[src/rtl/grbf_pkg.sv]
// Shared types, constants and the exponential table for the Gaussian RBF evaluator.
// No dependencies.
package grbf_pkg;

  localparam int MAX_CENTERS = 16;
  localparam int DIMENSIONS  = 6;
  localparam int IDX_W       = $clog2(MAX_CENTERS);
  localparam int CNT_W       = $clog2(MAX_CENTERS + 1);
  localparam int EXP_ENTRIES = 256;
  localparam int ACC_W       = 40;

  localparam logic CMD_LOAD = 1'b0;
  localparam logic CMD_EVAL = 1'b1;

  typedef struct packed {
    logic               cmd;
    logic [3:0]         center_index;
    logic signed [15:0] coord_0;
    logic signed [15:0] coord_1;
    logic signed [15:0] coord_2;
    logic signed [15:0] coord_3;
    logic signed [15:0] coord_4;
    logic signed [15:0] coord_5;
    logic signed [31:0] weight_real;
    logic signed [31:0] weight_imag;
    logic [15:0]        kernel_width;
  } in_t;

  typedef struct packed {
    logic signed [31:0] sum_real;
    logic signed [31:0] sum_imag;
  } out_t;

  typedef struct packed {
    logic signed [DIMENSIONS-1:0][15:0] pos;
    logic signed [31:0]                 wr;
    logic signed [31:0]                 wi;
    logic [15:0]                        width;
  } center_t;

  typedef struct packed {
    logic             load;
    logic             start;
    logic             rd_en;
    logic [IDX_W-1:0] rd_addr;
    logic             out_load;
  } dp_cmd_t;

  typedef struct packed {
    logic busy;
    logic out_full;
  } dp_status_t;

  typedef logic [16:0] exp_tab_t [EXP_ENTRIES];

  // exp(-k/16) in Q1.16, built by repeated multiplication with exp(-1/16) in Q0.32
  function automatic exp_tab_t build_exp();
    exp_tab_t t;
    logic [63:0] v;
    logic [63:0] p;
    v = 64'd1 << 32;
    for (int k = 0; k < EXP_ENTRIES; k++) begin
      p = v + 64'h8000;
      t[k] = p[32:16];
      p = v * 64'd4034748382 + 64'h8000_0000;
      v = {32'd0, p[63:32]};
    end
    return t;
  endfunction

  localparam exp_tab_t EXP_TAB = build_exp();

endpackage

[src/rtl/grbf_ctrl.sv]
// Controller: input handshake, centre walk and result hand-off.
// Depends on grbf_pkg.
module grbf_ctrl import grbf_pkg::*; (
  input  logic       clk,
  input  logic       rst,
  input  logic       cfg_we,
  input  logic [4:0] cfg_data,
  input  logic       in_valid,
  output logic       in_stall,
  input  logic       in_cmd,
  input  logic       out_stall,
  input  dp_status_t status,
  output dp_cmd_t    cmd
);

  typedef enum logic [3:0] {
    IDLE  = 4'b0001,
    RUN   = 4'b0010,
    DRAIN = 4'b0100,
    FIN   = 4'b1000
  } state_t;

  state_t           state, state_next;
  logic [4:0]       centers_in_use;
  logic [IDX_W-1:0] cnt, cnt_next;
  logic [CNT_W-1:0] n;
  logic             accept;

  assign n = (centers_in_use > 5'(MAX_CENTERS)) ? CNT_W'(MAX_CENTERS)
                                                : CNT_W'(centers_in_use);
  assign in_stall = (state != IDLE);
  assign accept   = in_valid && (state == IDLE);

  always_comb begin
    state_next   = state;
    cnt_next     = cnt;
    cmd          = '0;
    cmd.rd_addr  = cnt;
    case (state)
      IDLE: begin
        if (accept) begin
          if (in_cmd == CMD_LOAD) begin
            cmd.load = 1'b1;
          end else begin
            cmd.start = 1'b1;
            cnt_next  = '0;
            state_next = (n == '0) ? FIN : RUN;
          end
        end
      end
      RUN: begin
        cmd.rd_en = 1'b1;
        if (CNT_W'(cnt) == n - CNT_W'(1)) begin
          state_next = DRAIN;
        end else begin
          cnt_next = cnt + IDX_W'(1);
        end
      end
      DRAIN: begin
        if (!status.busy) begin
          state_next = FIN;
        end
      end
      FIN: begin
        // wait for the previous result beat to leave
        if (!status.out_full || !out_stall) begin
          cmd.out_load = 1'b1;
          state_next   = IDLE;
        end
      end
      default: state_next = IDLE;
    endcase
  end

  always_ff @(posedge clk) begin
    if (rst) begin
      state          <= IDLE;
      cnt            <= '0;
      centers_in_use <= '0;
    end else begin
      state <= state_next;
      cnt   <= cnt_next;
      if (cfg_we) begin
        centers_in_use <= cfg_data;
      end
    end
  end

endmodule

[config.mk]
export PLATFORM = sky130hd
export DESIGN_NAME = grbf_ctrl
export DESIGN_NICKNAME = d
export VERILOG_FILES = /design/src/rtl/grbf_pkg.sv /design/src/rtl/grbf_ctrl.sv
export SDC_FILE = /design/constraint.sdc
export NUM_CORES = 1
export LEC_CHECK = 0
export BUFFER_PORTS_ARGS = -buffer_cell sky130_fd_sc_hd__buf_4
export CAP_MARGIN = 20
export CORE_ASPECT_RATIO = 0.9
export CORE_MARGIN = 2
export CORE_UTILIZATION = 30
export DETAILED_ROUTE_END_ITERATION = 10
export GPL_TIMING_DRIVEN = 0
export PLACE_DENSITY = 0.53
export SYNTH_ARGS = -nofsm -noshare
export SYNTH_HDL_FRONTEND = slang
export SYNTH_SLANG_ARGS = --single-unit
[constraint.sdc]
create_clock -name clk -period 2.6 [get_ports clk]
set_clock_uncertainty 0.05 [all_clocks]
set_input_delay 0.13 -clock clk [delete_from_list [all_inputs] [get_ports clk]]
set_output_delay 0.13 -clock clk [all_outputs]
set_load 0.005 [all_outputs]
==> metrics.cfg, run 1 <==
[clocking]
post_cts_resized=0
post_cts_buffers=0
htreeDepth=1
cts-root-buf=clkbuf_4
holdBufCountCts=0
cts_sinks=13
path_clk_slew_ns=0.09
clock_latency_ns=0.28
tritoncts=done
clk_path_buf_depth=2
cts_buffers=3

[floorplanning]
dieArea_um2=3180
die-height_um=53.7
fp.coreArea_um2=2680
ios=22
die_w_um=59.3
rows=18
start_util_pct=30.8

[drt]
antenna_left=0
drt_iter0_drc=6
drc=0
detail_route.wl_per_cell_um=13.0
first_pass_iters=4
wl_um=1930
via_count=768
viasPerCell=5.19

[placement]
postPlaceCellArea_um2=1010
placed_cells=144
dp_hpwl_um=1430
io_buffer_count=20
place.gp.congestion=0.765

[worst_hold_path]
hold_class=in2reg
whs_path_depth=3

[power_and_ir_drop]
total_power_mw=0.606
vdd_ir_drop_max_v=0.000235
powerDensity_nw_per_um2=583
p_leak_nw=0.435

[sta]
final-setup-viol-count=0
timing.fmax_mhz=423
timing.max_slew.rel_slack_pct=65.0
rsz0062_at_grt=false
drv_slew=0
worst_slew_pin_slew_ns=0.525
setup_tns_ns=0
fin_crit_sh_pct=90.9
period_minus_slack_ns=2.36
hold_viol_final=0

[yosys]
syn_area_per_cell_um2=8.77
syn_nets=109
ys_types=38
ys.warnings.count=0
netlist_area_um2=825
async_flop_share_pct=0
synth-seq-cells=13
ys.flop_type=dfxtp_1
seq_area_frac_synth_pct=31.6
netlist_instances=94
synth_edf_count=0

[global_routing]
grt.busiest_layer=met2
grt_pass1_wl_um=3120
grt.met2_usage_pct=20.0
met3_usage_pct=4.57
grt_max_degree=11
grt_pass1_vias=680
gr-usage-all-layers_pct=13.1
grt.overflow.total=0
use_met1_pct=18.1
antenna_found_initial=0

[final_layout]
final_common_cell=buf_4
drive_above_1_share_pct=23.7
final_cells=148
utilization_pct=38.7
num_antenna_cells=0
area_delta_synth_final_pct=25.9
final_cell_area_um2=1040
final_cell_mix=buf_4 (20), dfxtp_1 (13), nor2_1 (10)
nNetsFinal=134

[setup_path]
rr_startpoint=centers_in_use[4]
crit_arrival_ns=2.49
worstPathRequired_ns=2.73
r2r.worst_path.cells=8
timing.rr.end=state[1]
crit_fanout=10
critPathCaptureType=register
r2r_slack_ns=0.24
crit_path_end=state[1]
start_kind=register
worstSetupPathType=reg2reg
worstSetupStartpoint=centers_in_use[4]

[run_status]
outcome=finished clean

[flow_run]
maxCapViolations=0

## synth_stat cells, types with 3 or more instances
library cell  count  area, µm²
dfxtp_1          13        260
nor2_1           10       37.5
mux2i_1           9       90.1
nand2_1           8       30.0
or3_1             4       25.0
or4b_1            4       40.0
a21oi_1           3       15.0
clkbuf_1          3       11.3
## metal layers
layer  vias up  part of all wire [%]
li1        405                     -
met1       344                    50
met2        19                    44
met3         0                   6.1
met4         0                     0
met5         -                     0
## sequential cells by signal, summed over array words and instances, names as in the netlist
name,count
centers_in_use,5
cnt,4
state,4
## per-stage QoR
stage          hold slack, ns  worst slack (ns)
2_1_floorplan           0.227             0.429
3_3_place_gp            0.314             0.270
3_5_place_dp            0.323             0.233
4_1_cts                0.0263             0.217
5_1_grt                0.0426            0.0978
6_report               0.0392             0.238
## worst min path at each step
stage                startpoint                 to  slack (ns)
finish              cfg_data[1]  centers_in_use[1]        0.04
global route        cfg_data[1]  centers_in_use[1]        0.04
CTS                 cfg_data[1]  centers_in_use[1]        0.03
detailed placement  cfg_data[1]  centers_in_use[1]        0.32
global placement    cfg_data[3]  centers_in_use[3]        0.31
floorplan           cfg_data[0]  centers_in_use[0]        0.23
## critical path, cell delays in order, from the launching register on
cell and delay (ns):
dfxtp_1 0.30, clkbuf_1 0.19, or2b_1 0.27, ha_1 0.23, xnor2_1 0.16, or4b_1 0.53
nand3_1 0.20, a21oi_2 0.11, o211a_1 0.22
## where the power goes
| part | switching (mW) | internal (mW) |
|---|---|---|
| Sequential | 0.0273 | 0.221 |
| Clock | 0.0689 | 0.0595 |
| Combinational | 0.112 | 0.117 |
## cell type report
class / count / area [µm²]
Fill cell: 286 / 1640
Multi-Input combinational cell: 75 / 541
Sequential cell: 13 / 260
Timing Repair Buffer: 20 / 150
Tap cell: 30 / 37.5
Clock buffer: 4 / 26.3
Buffer: 4 / 16.3
Inverter: 2 / 7.51
## logic make-up (layout without fill, tap and decap cells)
group	after synthesis	in the layout	synth area share, %
simple gates	42	42	29.4
flops	13	13	31.6
buf+inv	6	30	2.88
xor+xnor	3	3	3.19
compound gates	19	19	19.0
fa+ha+maj	2	2	3.03
mux	9	9	10.9
No activity file was read; power rests on OpenSTA's default activity.
==> run 2: changes to the inputs <==
--- a/config.mk
+++ b/config.mk
@@ -8,7 +8,7 @@
 export BUFFER_PORTS_ARGS = -buffer_cell sky130_fd_sc_hd__buf_4
 export CAP_MARGIN = 20
 export CORE_ASPECT_RATIO = 0.9
-export CORE_MARGIN = 2
+export CORE_MARGIN = 8
 export CORE_UTILIZATION = 30
 export DETAILED_ROUTE_END_ITERATION = 10
 export GPL_TIMING_DRIVEN = 0
==> constraint.sdc (replaced) <==
create_clock -name clk -period 2.4 [get_ports clk]
set_clock_uncertainty 0.05 [all_clocks]
set_input_delay 0.12 -clock clk [delete_from_list [all_inputs] [get_ports clk]]
set_output_delay 0.12 -clock clk [all_outputs]
set_load 0.005 [all_outputs]
==> metrics.cfg, run 2 (same netlist as run 1, synthesis figures left out) <==
[run_status]
outcome=finished clean

[floorplanning]
ios=22
die-height_um=65.7
die_w_um=71.3
dieArea_um2=4680
rows=18
fp.coreArea_um2=2680
start_util_pct=30.8

[final_layout]
multi_input_area_um2=546
fill_cells=287
seq_area_um2=262
final_cell_mix=buf_4 (20), dfxtp_1 (12), nor2_1 (10)
drive_above_1_share_pct=25.6
largest-register=centers_in_use
reg_top3=centers_in_use: 5 flops, cnt: 4 flops, state: 4 flops
num_antenna_cells=0
largest_reg_flops=5
final_cell_area_um2=1040
final_common_cell=buf_4
nNetsFinal=133
area_delta_synth_final_pct=26.3

[placement]
place.gp.congestion=0.777
dp_hpwl_um=1590
postPlaceCellArea_um2=1010
io_buffer_count=20

[drt]
viasPerCell=5.26
first_pass_iters=4
via_count=773
detail_route.wl_per_cell_um=14.0
drc=0
wl_um=2060
antenna_left=0
drt_iter0_drc=70

[global_routing]
grt_pass1_vias=786
antenna_found_initial=0
grt_max_degree=11
grt.overflow.total=0
grt_pass1_wl_um=3680
gr-usage-all-layers_pct=9.45

[setup_path]
crit_fanout=10
worstSetupPathType=reg2reg
start_kind=register
path_cells=or2b_1, ha_1, xnor2_1, or4b_1, and3_1, o31ai_1, o21ai_1
slowest_stage=or4b_1
r2r.worst_path.cells=7
critPathMaxStageDelay_ns=0.56
worstPathRequired_ns=2.51
worst-path-stages=7
crit_arrival_ns=2.40
worst-path-buf-inv=0
critPathTopFamily=simple AND/OR/NAND/NOR gates
critPathCaptureType=register
r2r_slack_ns=0.11

[sta]
setup_tns_ns=0
hold_viol_final=0
timing.max_slew.rel_slack_pct=66.6
worst_slew_pin_slew_ns=0.501
period_minus_slack_ns=2.29
timing.fmax_mhz=437
drv_slew=0
final-setup-viol-count=0
rsz0062_at_grt=false
fin_crit_sh_pct=95.4

[clocking]
tritoncts=done
clk_path_buf_depth=2
cts-root-buf=clkbuf_4
cts_sinks=13
cts_buffers=3
holdBufCountCts=0
path_clk_slew_ns=0.09
htreeDepth=1
clock_latency_ns=0.28
post_cts_buffers=0
post_cts_resized=0

[worst_hold_path]
whs_path_depth=3
hold_class=in2reg

[power_and_ir_drop]
powerDensity_nw_per_um2=635
vdd_ir_drop_max_v=0.000314
p_leak_nw=0.441

[flow_run]
maxCapViolations=0

[run 2: cell types whose count changed in the layout (fill, tap and decap cells not counted)]
cell,previous run,this run
clkbuf_1,4,3
dfxtp_1,13,12
dfxtp_2,0,1
nand3_1,2,1
nand3_2,0,1
[run 2: where the power goes]
| group | switching, mW | internal, mW |
|---|---|---|
| sequential | 0.0319 | 0.240 |
| clock | 0.0765 | 0.0644 |
| combinational | 0.123 | 0.126 |
| total | 0.231 | 0.430 |
[run 2: worst paths after layout]
path                           from                end
setup / recovery  centers_in_use[4]             cnt[1]
setup reg to reg  centers_in_use[4]             cnt[1]
hold / removal          cfg_data[3]  centers_in_use[3]
hold reg to reg              cnt[3]             cnt[3]
[run 2: per-stage QoR]
stage          worst slack [ns]  total power, mW  std cells  utilization [%]  hold WS [ns]
6_report                  0.111            0.662        147             38.8        0.0207
3_5_place_dp             0.0386            0.526        144             37.8         0.313
5_1_grt               0.0000540            0.713        147             38.8        0.0217
3_3_place_gp             0.0716            0.522        144             37.8         0.306
4_1_cts                  0.0160            0.669        148             38.7        0.0149
2_1_floorplan             0.229            0.433         94                -         0.217
[run 2: worst register-to-register path, stage by stage, from the launching register on]
cell and delay [ns]:
dfxtp_1 0.41, or2b_1 0.26, ha_1 0.23, xnor2_1 0.16, or4b_1 0.56, and3_1 0.20
o31ai_1 0.22, o21ai_1 0.10
[run 2: cell type report]
class	count	area share [%]
tap	30	3.61
multi-input combinational	75	52.4
buffer	3	1.20
sequential	13	25.1
inverter	2	0.721
timing repair buffer	20	14.4
clock buffer	4	2.52
[run 2: routing by layer]
metal	GRT usage (%)	routed length, µm	up-vias
met1	11.6	1030	352
met4	0.777	0	0
li1	-	-	400
met2	15.5	897	21
met5	0	0	-
met3	4.10	132	0
